==> config.mk <==
export PLATFORM = sky130hd
export DESIGN_NAME = infix_to_postfix_converter
export DESIGN_NICKNAME = d
export VERILOG_FILES = /design/src/design/i2p_pkg.sv /design/src/design/i2p_front.sv /design/src/design/i2p_back.sv /design/src/design/infix_to_postfix_converter.sv
export SDC_FILE = /design/constraint.sdc
export NUM_CORES = 1
export LEC_CHECK = 0
export BUFFER_PORTS_ARGS = -buffer_cell sky130_fd_sc_hd__buf_2
export CORE_MARGIN = 5
export CORE_UTILIZATION = 44
export DETAILED_ROUTE_END_ITERATION = 10
export HOLD_SLACK_MARGIN = 0.03
export PLACE_DENSITY = 0.62
export SYNTH_ARGS = -nofsm -noshare
export SYNTH_HDL_FRONTEND = slang
export SYNTH_HIERARCHICAL = 1
export SYNTH_SLANG_ARGS = --single-unit
==> constraint.sdc <==
create_clock -name aclk -period 7.9 [get_ports aclk]
set_input_delay 0 -clock aclk [delete_from_list [all_inputs] [get_ports aclk]]
set_output_delay 0 -clock aclk [all_outputs]
set_load 0.01 [all_outputs]
==> src/design/i2p_pkg.sv <==
// Shared types, constants and helpers for the infix-to-postfix converter.
// Used by i2p_front, i2p_back and infix_to_postfix_converter; no dependencies.
package i2p_pkg;

    localparam int STACK_DEPTH = 16;
    localparam int SP_W        = $clog2(STACK_DEPTH);
    localparam int CNT_W       = $clog2(STACK_DEPTH + 1);

    localparam int QDEPTH  = 2;
    localparam int QA_W    = $clog2(QDEPTH);
    localparam int QCNT_W  = $clog2(QDEPTH + 1);

    localparam int TYPE_W   = 3;
    localparam int OP_W     = 3;
    localparam int DATA_W   = 16;
    localparam int STATUS_W = 2;

    typedef enum logic [TYPE_W-1:0] {
        KIND_OPERAND  = 3'd0,
        KIND_OPERATOR = 3'd1,
        KIND_OPEN     = 3'd2,
        KIND_CLOSE    = 3'd3,
        KIND_END      = 3'd4
    } kind_t;

    localparam logic [OP_W-1:0] OP_MINUS  = 3'd0;
    localparam logic [OP_W-1:0] OP_PLUS   = 3'd1;
    localparam logic [OP_W-1:0] OP_TIMES  = 3'd2;
    localparam logic [OP_W-1:0] OP_DIVIDE = 3'd3;
    localparam logic [OP_W-1:0] OP_POWER  = 3'd4;
    localparam logic [OP_W-1:0] OP_MARK   = 3'd7;

    localparam logic [STATUS_W-1:0] ST_OK       = 2'd0;
    localparam logic [STATUS_W-1:0] ST_CLOSE    = 2'd1;
    localparam logic [STATUS_W-1:0] ST_OPEN     = 2'd2;
    localparam logic [STATUS_W-1:0] ST_OVERFLOW = 2'd3;

    typedef struct packed {
        kind_t               kind;
        logic [OP_W-1:0]     op;
        logic [DATA_W-1:0]   num;
        logic [DATA_W-1:0]   den;
    } token_t;

    // True when a stacked operator must be output before the incoming one is pushed.
    function automatic logic op_pops(input logic [OP_W-1:0] stacked,
                                     input logic [OP_W-1:0] incoming);
        logic [OP_W-2:0] p_stk;
        logic [OP_W-2:0] p_in;
        p_stk = stacked[OP_W-1:1];
        p_in  = incoming[OP_W-1:1];
        return (p_stk > p_in) || ((p_stk == p_in) && (incoming != OP_POWER));
    endfunction

endpackage

==> src/design/i2p_front.sv <==
// Front end of the converter: takes input beats, drops meaningless tokens
// and queues the rest for the back end. Depends on i2p_pkg.
module i2p_front (
    input  logic                          aclk,
    input  logic                          aresetn,
    input  logic                          s_valid,
    output logic                          s_ready,
    input  logic [i2p_pkg::TYPE_W-1:0]    s_req_type,
    input  logic [i2p_pkg::OP_W-1:0]      s_operator_code,
    input  logic [i2p_pkg::DATA_W-1:0]    s_operand_num,
    input  logic [i2p_pkg::DATA_W-1:0]    s_operand_den,
    output logic                          q_valid,
    input  logic                          q_ready,
    output i2p_pkg::token_t               q_tok
);
    import i2p_pkg::*;

    token_t            queue_reg [QDEPTH];
    logic [QA_W-1:0]   wr_ptr_reg, wr_ptr_next;
    logic [QA_W-1:0]   rd_ptr_reg, rd_ptr_next;
    logic [QCNT_W-1:0] cnt_reg, cnt_next;
    logic              tok_ok;
    logic              wr_en;
    logic              rd_en;
    token_t            tok_in;

    assign s_ready = (cnt_reg != QCNT_W'(QDEPTH));
    assign q_valid = (cnt_reg != '0);
    assign q_tok   = queue_reg[rd_ptr_reg];

    // Unknown kinds and unknown operator codes are consumed without effect.
    always_comb begin
        tok_ok = 1'b0;
        case (s_req_type)
            KIND_OPERAND, KIND_OPEN, KIND_CLOSE, KIND_END: tok_ok = 1'b1;
            KIND_OPERATOR: tok_ok = (s_operator_code <= OP_POWER);
            default:       tok_ok = 1'b0;
        endcase
        tok_in.kind = kind_t'(s_req_type);
        tok_in.op   = s_operator_code;
        tok_in.num  = s_operand_num;
        tok_in.den  = s_operand_den;
    end

    assign wr_en = s_valid && s_ready && tok_ok;
    assign rd_en = q_valid && q_ready;

    always_comb begin
        wr_ptr_next = wr_en ? wr_ptr_reg + QA_W'(1) : wr_ptr_reg;
        rd_ptr_next = rd_en ? rd_ptr_reg + QA_W'(1) : rd_ptr_reg;
        cnt_next    = cnt_reg;
        if (wr_en && !rd_en) begin
            cnt_next = cnt_reg + QCNT_W'(1);
        end else if (rd_en && !wr_en) begin
            cnt_next = cnt_reg - QCNT_W'(1);
        end
    end

    always_ff @(posedge aclk) begin
        if (!aresetn) begin
            wr_ptr_reg <= '0;
            rd_ptr_reg <= '0;
            cnt_reg    <= '0;
        end else begin
            wr_ptr_reg <= wr_ptr_next;
            rd_ptr_reg <= rd_ptr_next;
            cnt_reg    <= cnt_next;
        end
    end

    always_ff @(posedge aclk) begin
        if (wr_en) begin
            queue_reg[wr_ptr_reg] <= tok_in;
        end
    end

endmodule

==> src/design/i2p_back.sv <==
// Back end of the converter: operator stack, pop sequencer and output register.
// Depends on i2p_pkg; fed by the token queue in i2p_front.
module i2p_back (
    input  logic                          aclk,
    input  logic                          aresetn,
    input  logic                          q_valid,
    output logic                          q_ready,
    input  i2p_pkg::token_t               q_tok,
    output logic                          m_valid,
    input  logic                          m_ready,
    output logic                          m_out_kind,
    output logic [i2p_pkg::OP_W-1:0]      m_out_op,
    output logic [i2p_pkg::DATA_W-1:0]    m_out_num,
    output logic [i2p_pkg::DATA_W-1:0]    m_out_den,
    output logic [i2p_pkg::STATUS_W-1:0]  m_status,
    output logic                          m_last
);
    import i2p_pkg::*;

    logic [OP_W-1:0]     stack_reg [STACK_DEPTH];
    logic [CNT_W-1:0]    count_reg, count_next;
    logic                held_valid_reg, held_valid_next;
    logic [OP_W-1:0]     held_op_reg, held_op_next;
    logic                mark_seen_reg, mark_seen_next;

    logic                m_valid_reg;
    logic                m_kind_reg;
    logic [OP_W-1:0]     m_op_reg;
    logic [DATA_W-1:0]   m_num_reg;
    logic [DATA_W-1:0]   m_den_reg;
    logic [STATUS_W-1:0] m_status_reg;
    logic                m_last_reg;

    logic                out_free;
    logic                act;
    logic                empty;
    logic                full;
    logic [SP_W-1:0]     top_idx;
    logic [OP_W-1:0]     top;
    logic                do_pop;
    logic                do_push;
    logic [OP_W-1:0]     push_code;
    logic                hold_load;
    logic                fin;
    logic [STATUS_W-1:0] fin_status;
    logic                emit;
    logic                e_kind;
    logic [OP_W-1:0]     e_op;
    logic [DATA_W-1:0]   e_num;
    logic [DATA_W-1:0]   e_den;
    logic [STATUS_W-1:0] e_status;
    logic                e_last;

    assign out_free = !m_valid_reg || m_ready;
    assign act      = q_valid && out_free;
    assign empty    = (count_reg == '0);
    assign full     = (count_reg == CNT_W'(STACK_DEPTH));
    assign top_idx  = SP_W'(count_reg - CNT_W'(1));
    assign top      = stack_reg[top_idx];

    // One stack action per cycle if the output is free; a popped operator is held
    // back so that a token's final result can be marked once the stack walk ends.
    always_comb begin
        do_pop         = 1'b0;
        do_push        = 1'b0;
        push_code      = q_tok.op;
        hold_load      = 1'b0;
        fin            = 1'b0;
        fin_status     = ST_OK;
        mark_seen_next = mark_seen_reg;
        emit           = 1'b0;
        e_kind         = 1'b0;
        e_op           = '0;
        e_num          = '0;
        e_den          = '0;
        e_status       = ST_OK;
        e_last         = 1'b0;
        q_ready        = 1'b0;

        if (act) begin
            case (q_tok.kind)
                KIND_OPERAND: begin
                    emit    = 1'b1;
                    e_num   = q_tok.num;
                    e_den   = q_tok.den;
                    e_last  = 1'b1;
                    q_ready = 1'b1;
                end
                KIND_OPERATOR: begin
                    if (!empty && (top != OP_MARK) && op_pops(top, q_tok.op)) begin
                        do_pop    = 1'b1;
                        hold_load = 1'b1;
                    end else begin
                        fin = 1'b1;
                        if (full) begin
                            fin_status = ST_OVERFLOW;
                        end else begin
                            do_push = 1'b1;
                        end
                    end
                end
                KIND_OPEN: begin
                    fin       = 1'b1;
                    push_code = OP_MARK;
                    if (full) begin
                        fin_status = ST_OVERFLOW;
                    end else begin
                        do_push = 1'b1;
                    end
                end
                KIND_CLOSE: begin
                    if (empty) begin
                        fin        = 1'b1;
                        fin_status = ST_CLOSE;
                    end else if (top == OP_MARK) begin
                        do_pop = 1'b1;
                        fin    = 1'b1;
                    end else begin
                        do_pop    = 1'b1;
                        hold_load = 1'b1;
                    end
                end
                KIND_END: begin
                    if (empty) begin
                        fin            = 1'b1;
                        fin_status     = mark_seen_reg ? ST_OPEN : ST_OK;
                        mark_seen_next = 1'b0;
                    end else if (top == OP_MARK) begin
                        do_pop         = 1'b1;
                        mark_seen_next = 1'b1;
                    end else begin
                        do_pop    = 1'b1;
                        hold_load = 1'b1;
                    end
                end
                default: begin
                    q_ready = 1'b1;
                end
            endcase

            if (hold_load && held_valid_reg) begin
                emit   = 1'b1;
                e_kind = 1'b1;
                e_op   = held_op_reg;
            end

            if (fin) begin
                q_ready = 1'b1;
                if (held_valid_reg) begin
                    emit     = 1'b1;
                    e_kind   = 1'b1;
                    e_op     = held_op_reg;
                    e_status = fin_status;
                    e_last   = 1'b1;
                end else if (fin_status != ST_OK) begin
                    emit     = 1'b1;
                    e_status = fin_status;
                    e_last   = 1'b1;
                end
            end
        end
    end

    always_comb begin
        count_next      = count_reg;
        held_valid_next = held_valid_reg;
        held_op_next    = held_op_reg;
        if (do_pop) begin
            count_next = count_reg - CNT_W'(1);
        end else if (do_push) begin
            count_next = count_reg + CNT_W'(1);
        end
        if (hold_load) begin
            held_valid_next = 1'b1;
            held_op_next    = top;
        end else if (fin) begin
            held_valid_next = 1'b0;
        end
    end

    always_ff @(posedge aclk) begin
        if (!aresetn) begin
            count_reg      <= '0;
            held_valid_reg <= 1'b0;
            mark_seen_reg  <= 1'b0;
            m_valid_reg    <= 1'b0;
        end else begin
            count_reg      <= count_next;
            held_valid_reg <= held_valid_next;
            mark_seen_reg  <= mark_seen_next;
            if (emit) begin
                m_valid_reg <= 1'b1;
            end else if (m_ready) begin
                m_valid_reg <= 1'b0;
            end
        end
    end

    always_ff @(posedge aclk) begin
        held_op_reg <= held_op_next;
        if (do_push) begin
            stack_reg[count_reg[SP_W-1:0]] <= push_code;
        end
        if (emit) begin
            m_kind_reg   <= e_kind;
            m_op_reg     <= e_op;
            m_num_reg    <= e_num;
            m_den_reg    <= e_den;
            m_status_reg <= e_status;
            m_last_reg   <= e_last;
        end
    end

    assign m_valid    = m_valid_reg;
    assign m_out_kind = m_kind_reg;
    assign m_out_op   = m_op_reg;
    assign m_out_num  = m_num_reg;
    assign m_out_den  = m_den_reg;
    assign m_status   = m_status_reg;
    assign m_last     = m_last_reg;

    a_count_range: assert property (@(posedge aclk) disable iff (!aresetn)
        count_reg <= CNT_W'(STACK_DEPTH))
        else $error("operator stack count beyond depth");

    a_no_push_full: assert property (@(posedge aclk) disable iff (!aresetn)
        do_push |-> !full)
        else $error("push into a full operator stack");

    a_no_pop_empty: assert property (@(posedge aclk) disable iff (!aresetn)
        do_pop |-> !empty)
        else $error("pop from an empty operator stack");

    a_emit_slot: assert property (@(posedge aclk) disable iff (!aresetn)
        emit |-> out_free)
        else $error("result written over an undelivered beat");

    a_held_token: assert property (@(posedge aclk) disable iff (!aresetn)
        held_valid_reg |-> (q_valid && (q_tok.kind == KIND_OPERATOR ||
                                        q_tok.kind == KIND_CLOSE ||
                                        q_tok.kind == KIND_END)))
        else $error("held operator without a popping token in progress");

endmodule

==> src/design/infix_to_postfix_converter.sv <==
// Top level of the infix-to-postfix converter: front end, token queue, back end.
// Depends on i2p_pkg, i2p_front and i2p_back.
//
//   Channel   Direction  Handshake          Payload
//   s_        in         s_valid/s_ready    req_type, operator_code, operand_num, operand_den
//   m_        out        m_valid/m_ready    out_kind, out_op, out_num, out_den, status, last
//
// The front end takes one beat per cycle while its two-entry token queue has room.
// The back end handles each operand, open parenthesis or pushed operator directly, and each
// stack pop as a step of its own; end tokens and unmatched close tokens finish with a last step.
// The operator stack, with one pop or push per cycle while the m_ channel is free, sets the
// rate. Reset is synchronous and active low and empties the stack.
// A stalled m_ channel holds its beat and stops the back end; the queue absorbs input.
module infix_to_postfix_converter (
    input  logic                          aclk,
    input  logic                          aresetn,
    input  logic                          s_valid,
    output logic                          s_ready,
    input  logic [i2p_pkg::TYPE_W-1:0]    s_req_type,
    input  logic [i2p_pkg::OP_W-1:0]      s_operator_code,
    input  logic [i2p_pkg::DATA_W-1:0]    s_operand_num,
    input  logic [i2p_pkg::DATA_W-1:0]    s_operand_den,
    output logic                          m_valid,
    input  logic                          m_ready,
    output logic                          m_out_kind,
    output logic [i2p_pkg::OP_W-1:0]      m_out_op,
    output logic [i2p_pkg::DATA_W-1:0]    m_out_num,
    output logic [i2p_pkg::DATA_W-1:0]    m_out_den,
    output logic [i2p_pkg::STATUS_W-1:0]  m_status,
    output logic                          m_last
);
    import i2p_pkg::*;

    logic   q_valid;
    logic   q_ready;
    token_t q_tok;

    i2p_front u_front (
        .aclk            (aclk),
        .aresetn         (aresetn),
        .s_valid         (s_valid),
        .s_ready         (s_ready),
        .s_req_type      (s_req_type),
        .s_operator_code (s_operator_code),
        .s_operand_num   (s_operand_num),
        .s_operand_den   (s_operand_den),
        .q_valid         (q_valid),
        .q_ready         (q_ready),
        .q_tok           (q_tok)
    );

    i2p_back u_back (
        .aclk       (aclk),
        .aresetn    (aresetn),
        .q_valid    (q_valid),
        .q_ready    (q_ready),
        .q_tok      (q_tok),
        .m_valid    (m_valid),
        .m_ready    (m_ready),
        .m_out_kind (m_out_kind),
        .m_out_op   (m_out_op),
        .m_out_num  (m_out_num),
        .m_out_den  (m_out_den),
        .m_status   (m_status),
        .m_last     (m_last)
    );

endmodule

==> impl_metrics.tcl <==
set metrics [dict create \
    status "complete, no violations" \
    drtIter0Drc 296 \
    finalWirelength_um 15100 \
    sw_frac_of_total_pct 31.0 \
    setup_slack_ps 2910 \
    die_w_um 141 \
    synth-main-ff-cell "edfxtp_1" \
    drv_slew 0 \
    io_buffers 82 \
    grt_first_pass_wirelength_um 24500 \
    power.leakage_nw 3.32 \
    cp-start-kind "flip-flop" \
    netlist_top_cells_area "edfxtp_1, mux2_2, dfxtp_1" \
    fin_crit_ps 4990 \
    clock_latency_ps 430 \
    power_density_mw_per_mm2 329 \
    grt_pass1_vias 4530 \
    row_count 47 \
    hold_class "primary input to flip-flop" \
    io_pins 83 \
    vias 4348 \
    ys_types 58 \
    area_growth_syn_to_layout_pct 22.3 \
    htree_num_levels 4 \
    dr.pass1.iters 5 \
    synthesis.area_mm2 0.00750 \
    p_comb_share_pct 29.7 \
    dp.final_hpwl_um 9700 \
    synth.top_cell.area_share_pct 66.5 \
    drtAntennaViolNets 0 \
    fin_crit_sh_pct 63.2 \
    power_mw 3.01 \
    max_freq_mhz 200 \
    power_switching_uw 934 \
    root_buffer "clkbuf_16" \
    cp_slowest_cell "o41ai_1" \
    worstMarginPinSlew_ps 1110 \
    synthArstFlopShare_pct 0 \
    n_antenna_cell 0 \
    p_int_mw 2.08 \
    p_seq_share_pct 41.0 \
    synthCells 474 \
    hold_ws_ps 297 \
    synth_edf_count 166 \
    hold_viol_final 0 \
    p_clk_share_pct 29.3 \
    vias_per_cell 5.21 \
    crit_chain "inv_1 -> ha_1 -> mux4_2 -> mux2_2 -> nand2_1 -> o31a_1 -> ha_1 -> nand2b_1 -> a21o_1 -> nand2_1 -> a211oi_1 -> a21oi_1 -> o41ai_1 -> o21ai_4 -> buf_4" \
    core_area_mm2 0.0166 \
    ys_seq_elements 179 \
    cts.path.max_buffers 2 \
    grt_overflow_total 0 \
    synth_area_leader_cell "edfxtp_1" \
    dieArea_mm2 0.0198 \
    start_util_pct 45.1 \
    die_h_um 141 \
    dpl_worst_slack_ps 2980 \
    skew_ps 17.1 \
    tns_ps 0 \
    rsz0062_at_grt "false" \
    drive_gt1_share_pct 28.6 \
    endpoint_kind "flip-flop" \
    syn_avg_cell_area_um2 15.8 \
    synth_seq_area_share_pct 69.9 \
    nNetsFinal 653 \
    dp.cells 762 \
    critPathRequiredTime_ps 8020 \
    postCtsSetupBuffers 0 \
    drc_errors 0 \
    max_stage_delay_ps 780 \
    grt_use_total_pct 16.0 \
    design_area_mm2 0.00917 \
    syn_nets 524 \
    antenna_found_initial 0 \
    fin_util_pct 55.1 \
    gp_congestion 0.909 \
    clk_pin_slew_ps 70 \
    ir_drop_uv 165 \
    setup_viol 0 \
    cp_max_fo 39 \
    yosys_warnings 6 \
    wl_per_cell_um 18.0 \
    crit_arrival_ps 5110 \
    crit_type "flip-flop to flip-flop" \
    cts_tree "done" \
    place_area_mm2 0.00812 \
    final_cells 835 \
    slew_headroom_pct 25.9 \
    largest_reg_flops 76 \
    maxCapViolCount 0 \
    cts_buffers 17 \
    grt_max_degree 40 \
    cts.sink_count 179 \
]
==> power by group through the flow <==
stage          clock network [mW]  logic (mW)  registers [mW]
3_5_place_dp                    0       0.874            1.26
4_1_cts                     0.904       0.898            1.24
5_1_grt                     0.946       0.988            1.25
6_report                    0.883       0.894            1.24
3_3_place_gp                    0       0.863            1.25
2_1_floorplan                   0       0.636            1.28
==> cell usage after synthesis (3+ instances only) <==
library cell and n:
mux4_2 8, mux2i_1 11, dfxtp_1 13, nand2_1 32, nor2b_1 5, nand2b_1 8
and4_1 4, ha_1 8, xor2_1 4, and4b_1 4, clkbuf_1 11, nor2_1 18
and3_1 14, inv_1 10, nand3_1 3, o21ai_0 10, nor3_1 4, edfxtp_1 166
buf_6 5, and2_1 40, nand4_1 4, mux2_2 39, a21oi_1 9
==> cell families after synthesis <==
| logic type | Yosys count | share of synthesized area (%) |
|---|---|---|
| buf+inv | 29 | 2.04 |
| fa+ha+maj | 8 | 1.33 |
| flops | 179 | 69.9 |
| mux | 60 | 10.2 |
| compound gates | 45 | 4.60 |
| simple gates | 146 | 10.9 |
| xor+xnor | 7 | 0.918 |
==> what timing repair did <==
item                      4_1_cts  5_1_grt
hold endpoints to repair       88        0
hold buffers                   42        0
gates resized for setup         0        0
==> layout by cell type (no fill, tap or decap), drive strengths merged, types with 2 or more instances in the layout <==
cell,synthesis,routed
o21ai,11,11
nand2,32,32
nand3,4,4
ha,8,8
nor3,6,6
o21a,2,2
mux4,9,9
or2,4,4
xor2,5,5
buf,8,87
clkbuf,11,17
and3,14,14
a2111oi,3,3
or3,2,2
nor2,19,19
and4b,4,4
a31o,2,2
xnor2,2,2
bufinv,0,4
a21oi,9,9
a31oi,2,2
and2,40,40
inv,10,14
a21boi,3,3
nand4,4,4
dlygate4sd3,0,42
and4,4,4
dfxtp,13,13
clkinv,0,6
nand2b,8,8
edfxtp,166,166
nor2b,5,5
mux2,40,40
mux2i,11,11
==> layer usage <==
layer / vias to the layer above / track usage (%) / share of wire, %
li1: 2054 / - / -
met1: 2129 / 22.1 / 46
met2: 147 / 24.9 / 47
met3: 18 / 4.40 / 5.2
met4: 0 / 4.69 / 1.4
met5: - / 0 / 0
==> final cells by class <==
class / instances / area, um2
Sequential cell: 179 / 5250
Fill cell: 1344 / 7470
Tap cell: 220 / 275
Multi-Input combinational cell: 266 / 2120
Clock inverter: 14 / 199
Timing Repair Buffer: 129 / 868
Clock buffer: 17 / 425
Inverter: 10 / 37.5
==> critical path: cells and delay by family, from the launching register on <==
| kind | cells | cell delay [ps] |
|---|---|---|
| mux | 2 | 680 |
| fa+ha+maj | 2 | 840 |
| compound gates | 6 | 2030 |
| buf+inv | 2 | 470 |
| flops | 1 | 410 |
| simple gates | 3 | 220 |
==> final timing paths <==
check	start	endpoint	slack [ps]	cells after the start
max	u_back/count_reg[1]$_SDFFE_PN0P_	u_back/m_out_num[3]$_SDFFCE_PN0P_	2910	15
min	s_operand_den[5]	u_front/queue_reg[1][5]$_DFFE_PP_	300	2
max reg2reg	u_back/count_reg[1]$_SDFFE_PN0P_	u_back/m_out_num[3]$_SDFFCE_PN0P_	2910	15
min reg2reg	u_front/cnt_reg[1]$_SDFFE_PN0P_	u_front/cnt_reg[1]$_SDFFE_PN0P_	510	2
Note: power is estimated with default switching activity, not from simulation.
